<file path="config.mk">
export PLATFORM = sky130hd
export DESIGN_NAME = fp32_round_to_integral_core
export DESIGN_NICKNAME = d
export VERILOG_FILES = /design/src/rtl/core/fp32ri_pkg.sv /design/src/rtl/core/fp32ri_datapath.sv /design/src/rtl/core/fp32_round_to_integral_core.sv
export VERILOG_INCLUDE_DIRS = /design/src /design/src/rtl/core
export SDC_FILE = /design/constraint.sdc
export NUM_CORES = 1
export LEC_CHECK = 0
export ABC_CLOCK_PERIOD_IN_PS = 10700
export BUFFER_PORTS_ARGS = -buffer_cell sky130_fd_sc_hd__buf_4
export CORE_MARGIN = 2
export CORE_UTILIZATION = 60
export CTS_CLUSTER_DIAMETER = 200
export DETAILED_ROUTE_END_ITERATION = 7
export PLACE_DENSITY = 0.8
export SLEW_MARGIN = 20
export SYNTH_ARGS = -nofsm -noshare
export SYNTH_HDL_FRONTEND = slang
export SYNTH_HIERARCHICAL = 1
export SYNTH_SLANG_ARGS = --single-unit
</file>
<file path="constraint.sdc">
create_clock -name clk -period 10.7 [get_ports clk]
set_clock_uncertainty 0.1 [all_clocks]
set_input_delay 2.14 -clock clk [delete_from_list [all_inputs] [get_ports clk]]
set_output_delay 2.14 -clock clk [all_outputs]
set_load 0.02 [all_outputs]
</file>
<file path="src/rtl/core/assert_macros.svh">
// ---------------------------------------------------------------------------
// assert_macros.svh
// Assertion helper macros shared by the RTL; they vanish in synthesis builds.
// ---------------------------------------------------------------------------
`ifndef ASSERT_MACROS_SVH
`define ASSERT_MACROS_SVH
`ifndef SYNTHESIS
`define ASSERT_CLK(label, clk, rst_n, prop) \
    label: assert property (@(posedge clk) disable iff (!rst_n) prop) \
        else $error("assertion failed");
`define ASSERT_IMPL(label, clk, rst_n, ante, cons) \
    label: assert property (@(posedge clk) disable iff (!rst_n) (ante) |-> (cons)) \
        else $error("assertion failed");
`else
`define ASSERT_CLK(label, clk, rst_n, prop)
`define ASSERT_IMPL(label, clk, rst_n, ante, cons)
`endif
`endif

</file>
<file path="src/rtl/core/fp32ri_pkg.sv">
// ---------------------------------------------------------------------------
// fp32ri_pkg
// Shared types and constants for the single-precision round-to-integral core.
// ---------------------------------------------------------------------------
`default_nettype none
package fp32ri_pkg;
    localparam int unsigned CmdWidth = 2;
    localparam int unsigned WordWidth = 32;
    localparam logic [CmdWidth-1:0] CMD_FLOOR = 2'd0;
    localparam logic [CmdWidth-1:0] CMD_CEIL = 2'd1;
    localparam logic [CmdWidth-1:0] CMD_MODF = 2'd2;
    localparam logic [31:0] SIGN_MASK = 32'h8000_0000;
    localparam logic [31:0] ONE_BITS = 32'h3F80_0000;
    localparam logic [7:0] EXP_BIAS = 8'd127;
    localparam int unsigned MANT_BITS = 23;

    typedef struct packed {
        logic [31:0] whole;
        logic [31:0] fraction;
    } result_t;
endpackage
`default_nettype wire

</file>
<file path="src/rtl/core/fp32ri_datapath.sv">
// ---------------------------------------------------------------------------
// fp32ri_datapath
// Combinational floor, ceil and modf on one single-precision pattern.
// ---------------------------------------------------------------------------
`default_nettype none
module fp32ri_datapath (
    input  wire logic [1:0]          command,
    input  wire logic [31:0]         operand_bits,
    output fp32ri_pkg::result_t      result
);
    logic        sgn;
    logic [7:0]  expf;
    logic [8:0]  e_s;          // exponent minus bias, two's complement
    logic [4:0]  sh;
    logic [31:0] low_mask;
    logic [31:0] fbits;
    logic [31:0] trunc;
    logic [23:0] mag;
    logic [24:0] mag_inc;
    logic [31:0] bumped;
    logic [4:0]  lz;           // leading zeros of fbits within 23 bits
    logic [22:0] fnorm;
    logic [7:0]  fexp;
    logic        fbits_nz;
    logic        is_zero;

    assign sgn = operand_bits[31];
    assign expf = operand_bits[30:23];
    assign e_s = {1'b0, expf} - {1'b0, fp32ri_pkg::EXP_BIAS};
    assign sh = 5'(5'd23 - e_s[4:0]);
    assign low_mask = (32'd1 << sh) - 32'd1;
    assign fbits = operand_bits & low_mask;
    assign trunc = operand_bits & ~low_mask;
    assign mag = {1'b1, operand_bits[22:0]} >> sh;
    assign mag_inc = {1'b0, mag} + 25'd1;
    assign fbits_nz = fbits != 32'd0;
    assign is_zero = operand_bits[30:0] == 31'd0;

    // mag+1 either stays below 2^(24-sh) or is exactly 2^(24-sh); it rises
    // one binade only when it becomes a power of two beyond mag's range.
    always_comb
    begin
        if (mag_inc[5'(24) - sh] && sh != 5'd0)
            bumped = {sgn, 8'(expf + 8'd1), 23'd0};
        else if (mag_inc[24])
            bumped = {sgn, 8'(expf + 8'd1), 23'd0};
        else
            bumped = {sgn, expf, 23'(mag_inc[22:0] << sh)};
    end

    always_comb
    begin
        lz = 5'd0;
        for (int i = 0; i < 23; i++)
        begin
            if (fbits[i])
                lz = 5'(22 - i);
        end
    end

    assign fnorm = 23'(fbits[22:0] << (lz + 5'd1));
    assign fexp = 8'(expf - 8'd1 - {3'd0, lz});

    always_comb
    begin
        result.whole = 32'd0;
        result.fraction = 32'd0;
        if (is_zero)
        begin
            result.whole = 32'd0;
        end
        else if (!e_s[8] && e_s[7:0] > 8'd23)
        begin
            result.whole = operand_bits;
        end
        else if (e_s[8])
        begin
            case (command)
                fp32ri_pkg::CMD_FLOOR:
                    result.whole = sgn ? (fp32ri_pkg::SIGN_MASK | fp32ri_pkg::ONE_BITS)
                                       : 32'd0;
                fp32ri_pkg::CMD_CEIL:
                    result.whole = sgn ? 32'd0 : fp32ri_pkg::ONE_BITS;
                default:
                    result.fraction = operand_bits;
            endcase
        end
        else
        begin
            case (command)
                fp32ri_pkg::CMD_FLOOR:
                    result.whole = (sgn && fbits_nz) ? bumped : trunc;
                fp32ri_pkg::CMD_CEIL:
                    result.whole = (!sgn && fbits_nz) ? bumped : trunc;
                default:
                begin
                    result.whole = trunc;
                    result.fraction = fbits_nz ? {sgn, fexp, fnorm} : 32'd0;
                end
            endcase
        end
    end
endmodule
`default_nettype wire

</file>
<file path="src/rtl/core/fp32_round_to_integral_core.sv">
// Each accepted input is registered, then its result is registered onto m_axis.
// Throughput: one transaction per cycle unless stalled; input register, rounding
// logic and output register form a two-stage pipeline with full back-pressure.
// Reset: rst_n clears both stage valid flags asynchronously; data needs no reset.
// ---------------------------------------------------------------------------
// fp32_round_to_integral_core
// Single-precision floor, ceil and modf with a streaming interface.
// ---------------------------------------------------------------------------
`default_nettype none
`include "assert_macros.svh"
module fp32_round_to_integral_core (
    input  wire logic        clk,
    input  wire logic        rst_n,
    input  wire logic        s_axis_tvalid,
    output logic             s_axis_tready,
    input  wire logic [39:0] s_axis_tdata,   // [1:0] command, [33:2] operand_bits
    output logic             m_axis_tvalid,
    input  wire logic        m_axis_tready,
    output logic [63:0]      m_axis_tdata    // [31:0] whole_bits, [63:32] fraction_bits
);
    logic        in_valid_reg;
    logic [1:0]  cmd_reg;
    logic [31:0] opnd_reg;
    logic        out_valid_reg;
    fp32ri_pkg::result_t res_reg;
    fp32ri_pkg::result_t res_next;
    logic        out_ready;
    logic        in_ready;

    // The output stage takes a new result when it is empty or being drained.
    assign out_ready = !out_valid_reg || m_axis_tready;
    // The input stage frees up whenever its content moves on.
    assign in_ready = !in_valid_reg || out_ready;
    assign s_axis_tready = in_ready;

    always_ff @(posedge clk or negedge rst_n)
    begin
        if (!rst_n)
            in_valid_reg <= 1'b0;
        else if (in_ready)
            in_valid_reg <= s_axis_tvalid;
    end

    always_ff @(posedge clk)
    begin
        if (in_ready && s_axis_tvalid)
        begin
            cmd_reg <= s_axis_tdata[1:0];
            opnd_reg <= s_axis_tdata[33:2];
        end
    end

    fp32ri_datapath u_datapath (
        .command      (cmd_reg),
        .operand_bits (opnd_reg),
        .result       (res_next)
    );

    always_ff @(posedge clk or negedge rst_n)
    begin
        if (!rst_n)
            out_valid_reg <= 1'b0;
        else if (out_ready)
            out_valid_reg <= in_valid_reg;
    end

    always_ff @(posedge clk)
    begin
        if (out_ready && in_valid_reg)
            res_reg <= res_next;
    end

    assign m_axis_tvalid = out_valid_reg;
    assign m_axis_tdata = {res_reg.fraction, res_reg.whole};

    // A result not taken by the sink must stay put.
    `ASSERT_IMPL(a_hold, clk, rst_n, m_axis_tvalid && !m_axis_tready,
        ##1 (m_axis_tvalid && $stable(m_axis_tdata)))
    // Floor and ceil never produce a fraction.
    `ASSERT_IMPL(a_nofrac, clk, rst_n,
        out_ready && in_valid_reg && (cmd_reg == fp32ri_pkg::CMD_FLOOR ||
        cmd_reg == fp32ri_pkg::CMD_CEIL), ##1 (res_reg.fraction == 32'd0))
    // The input side stalls only behind a stalled, full output.
    `ASSERT_IMPL(a_stall, clk, rst_n, !s_axis_tready,
        in_valid_reg && m_axis_tvalid && !m_axis_tready)
endmodule
`default_nettype wire

</file>
==> impl_summary.md <==
Run status
The run finished with clean final reports.

Worst setup path
The nature of the critical path startpoint is a flip-flop. The data arrival time of the critical path is 8.67 ns. The maximum fanout encountered on the critical timing path is 30. The worst setup path is of the flip-flop to flip-flop kind. The worst flop-to-flop path startpoint is opnd_reg[24]. The required time at the worst-slack endpoint is 10.79 ns.

The timing startpoint of the critical path is opnd_reg[24]. The worst setup path is captured at a flip-flop.

Global routing
Entering global routing, the biggest net connects 74 pins. The via count of the first global-routing pass is 11672. The met2 demand-to-capacity share in global routing is 0.5905. The global routing met3 resource utilization is 0.1909. The number of antenna violations at the first check in global routing was 2. For this run, the total global-route usage over all layers was measured as 0.4316.

For met1 alone, demand over resource in global routing was 0.5969. The first-pass GRT wire length is 70950 um. After global routing, the most crowded layer is met1. The sum of overflow across all layers after global routing is 0.

Power and ir drop
Of the total power, the share spent switching nets is 0.4735. The share of total power dissipated in combinational logic is 0.564. The power density over the cells is 150.0 nW/um^2. For this design the static power due to leakage is 4.649 nW. The clock network fraction of design power is 0.170. The internal power of the cells totals 1.028 mW. The share of total power dissipated in sequential elements is 0.266. Summing internal, switching and leakage power gives 1.953 mW. The worst-case IR drop observed on VDD is 0.0001109 V. For this design the total switching power over the nets is 0.9245 mW.

Floorplanning
The number of placed I/O pins is 110. The die is 145.5 um tall. The number of placement rows is 51.

For this configuration, the core starts out at a cell density of 0.6151. The width of the chip is 145.5 um. The die covers 21160 um^2.

After floorplanning, the core was sized to cover 19530 um^2.

Route
The starting DRC count in detailed routing is 2754. Dividing the detail-routed wire length by the instance count gives 27.15 um. The per-cell via count in the routed design is 7.667. The total via count in the routed design is 13341.

The pre-antenna-repair detailed-routing pass consisted of 7 iterations. The sum of routed wire length over all layers is 47250 um. The count of nets left with antenna violations once routing finished came out at 0.

The number of DRC violations after detailed routing is 0.

Yosys
The number of warnings printed during yosys synthesis is 6. When the netlist entered floorplanning its net count stood at 1516. The synthesized instance count is 1455. In the synthesized netlist the dominant register cell turns out to be edfxtp_1. The sequential fraction of the synthesis area is 0.2492.

A synthesized cell averages 8.254 um^2. Counting flops and latches in the post-synthesis netlist gives 100. The post-synthesis instance area is 12010 um^2. In the synthesized netlist the async set-or-reset flop fraction comes to 0.02000. Counting distinct cell types in the post-synthesis netlist gives 118. The synthesized design contains 98 enable-type register cells.

Placed design
Port buffering added 103 buffers. Detailed placement ended at an HPWL of 33800 um. Routability-driven placement finished with a final weighted congestion of 1.115.

Timing
For the final routed database, the setup TNS stands at 0 ns. In the finished design, the share of the clock period the worst path needs comes to 0.8017. For the pin with the worst max-slew slack, the measured transition is 0.9319 ns. The headroom to the max-slew limit is 0.3750. The highest attainable clock frequency is 116.6 MHz. The final hold violation count was 0. The number of endpoints failing setup at the final stage is 0. Setup repair after global routing left no endpoint under its margin. The max-slew violation count is 0. The minimum clock period is 8.578 ns.

CTS
The clock insertion delay at the later pin of the skew report is 0.37 ns. In this run, post-CTS hold repair placed 0 buffers. The TritonCTS buffer count is 9. The tree is rooted in a clkbuf_16.

Once the clock tree was built, the resizer swapped 0 gates to a different size. Buffers added to address setup during post-CTS repair amount to 0. The CTS tree is yes. The H-tree generated during clock tree synthesis spans 3 levels. The register clock-pin slew on the reported worst setup and hold paths is 0.09 ns. The clock tree buffer depth is 2. The count of clock tree sinks is 100.

Min path
The tightest min-delay check is of the flip-flop to flip-flop type. The startpoint of the lowest-slack hold path is in_valid_reg.

Layout
In the final layout, the share of cells above drive strength 1 is 0.1784. The growth of design area from synthesis to finish is 8.355%. The number of flip-flops in the largest register is 64.

For this run, the post-layout net count is 1530. Measured on the finished design, the core utilization comes to 0.6665.

Flow run
The tool flagged a number of max-cap violations equal to 0.
[critical path, stage by stage, from the launching register on]
cell and delay (ns):
edfxtp_1 0.85, ha_1 0.86, xnor2_4 0.13, inv_4 0.26, ha_1 0.64, inv_1 0.46
nor3_1 0.68, nor3_1 0.12, a211oi_1 0.78, nand2b_1 0.40, a311oi_1 0.17, nand2b_1 0.22
nand2_1 0.08, nand2_1 0.08, inv_1 0.17, ha_1 0.15, buf_4 0.31, clkinv_1 0.11
buf_4 0.21, nand2_1 0.08, o21ai_0 0.11, and3_1 0.22, a31o_2 0.21, a21oi_1 0.37
nand2_1 0.14, o221a_2 0.30, nor3_1 0.17
[placed cells by master (no fill, tap or decap), types with 12 or more instances in the layout]
cell	count
mux2_2	20
or3_1	15
nand2b_1	19
and2_1	15
o21ai_1	15
mux2i_1	61
nand4_1	22
o21ai_0	94
a211oi_1	34
inv_1	26
nor2_1	141
nand2_1	144
o21a_1	13
o211ai_1	17
mux4_2	25
nor3_1	54
o22ai_1	24
nor4_1	20
buf_4	128
o31ai_1	17
xnor2_1	25
edfxtp_1	98
a21oi_1	94
ha_1	15
nand3_1	49
a22oi_1	12
a31oi_1	17
[power groups by stage]
| stage | sequential, mW | clock [mW] | combinational, mW |
|---|---|---|---|
| after global routing | 0.521 | 0.348 | 1.15 |
| after CTS | 0.516 | 0.334 | 1.04 |
| final | 0.520 | 0.332 | 1.10 |
| after floorplan | 0.528 | 0 | 0.748 |
| after global placement | 0.523 | 0 | 1.02 |
| after detailed placement | 0.524 | 0 | 1.03 |
[stage by stage]
step	setup slack [ns]	cells	area, um^2	hold slack, ns
after floorplan	3.262	1455	12010	0.4113
final	2.122	1740	13010	0.4710
after CTS	2.681	1739	13010	0.4705
after global routing	2.105	1740	13010	0.5057
after detailed placement	2.677	1723	12710	0.4477
after global placement	2.729	1723	12710	0.4327
[final timing paths]
path / endpoint / slack, ns / cells past startpoint
hold / removal: m_axis_tvalid / 0.47 / 1
hold reg to reg: m_axis_tvalid / 0.47 / 1
setup reg to reg: m_axis_tdata[43] / 2.12 / 26
min in group asynchronous: in_valid_reg / 1.43 / 1
max in group asynchronous: m_axis_tvalid / 8.99 / 1
setup / recovery: m_axis_tdata[43] / 2.12 / 26
[kinds of logic (layout without fill, tap and decap cells)]
family                   Yosys count  in the layout  share of synthesized area
AO/OA/AOI/OAI                    480            480                     0.2804
XOR/XNOR                          40             40                    0.03480
adder cells (fa/ha/maj)           17             17                    0.01834
buffers and inverters            155            174                    0.05990
flip-flops                       100            100                     0.2492
multiplexers                     112            112                     0.1262
other                              0              1                          0
AND/OR/NAND/NOR                  551            551                     0.2312
[area by class of cell]
cell class,instances,area (um^2)
Fill cell,1688,6513
Multi-Input combinational cell,1200,8317
Timing Repair Buffer,128,960.9
Clock inverter,7,68.82
Inverter,30,115.1
Tap cell,265,331.6
Sequential cell,100,2993
Antenna cell,1,2.502
Clock buffer,9,225.2
[routing by layer]
| layer | vias to the layer above | wire length [um] |
|---|---|---|
| met4 | 0 | 2649 |
| met5 | - | 0 |
| met2 | 1323 | 18280 |
| met1 | 6096 | 17570 |
| li1 | 5662 | - |
| met3 | 260 | 8748 |
[synthesized netlist by cell type (26+ instances only)]
| master | number | area (um^2) |
|---|---|---|
| nand2_1 | 144 | 540.5 |
| nor2_1 | 142 | 533.0 |
| edfxtp_1 | 98 | 2943 |
| a21oi_1 | 94 | 470.5 |
| o21ai_0 | 94 | 470.5 |
| clkbuf_1 | 72 | 270.3 |
| mux2i_1 | 61 | 610.6 |
| nor3_1 | 54 | 270.3 |
| nand3_1 | 49 | 245.2 |
| a211oi_1 | 34 | 255.2 |
| inv_1 | 26 | 97.59 |
Power figures use the tool's default switching activity.
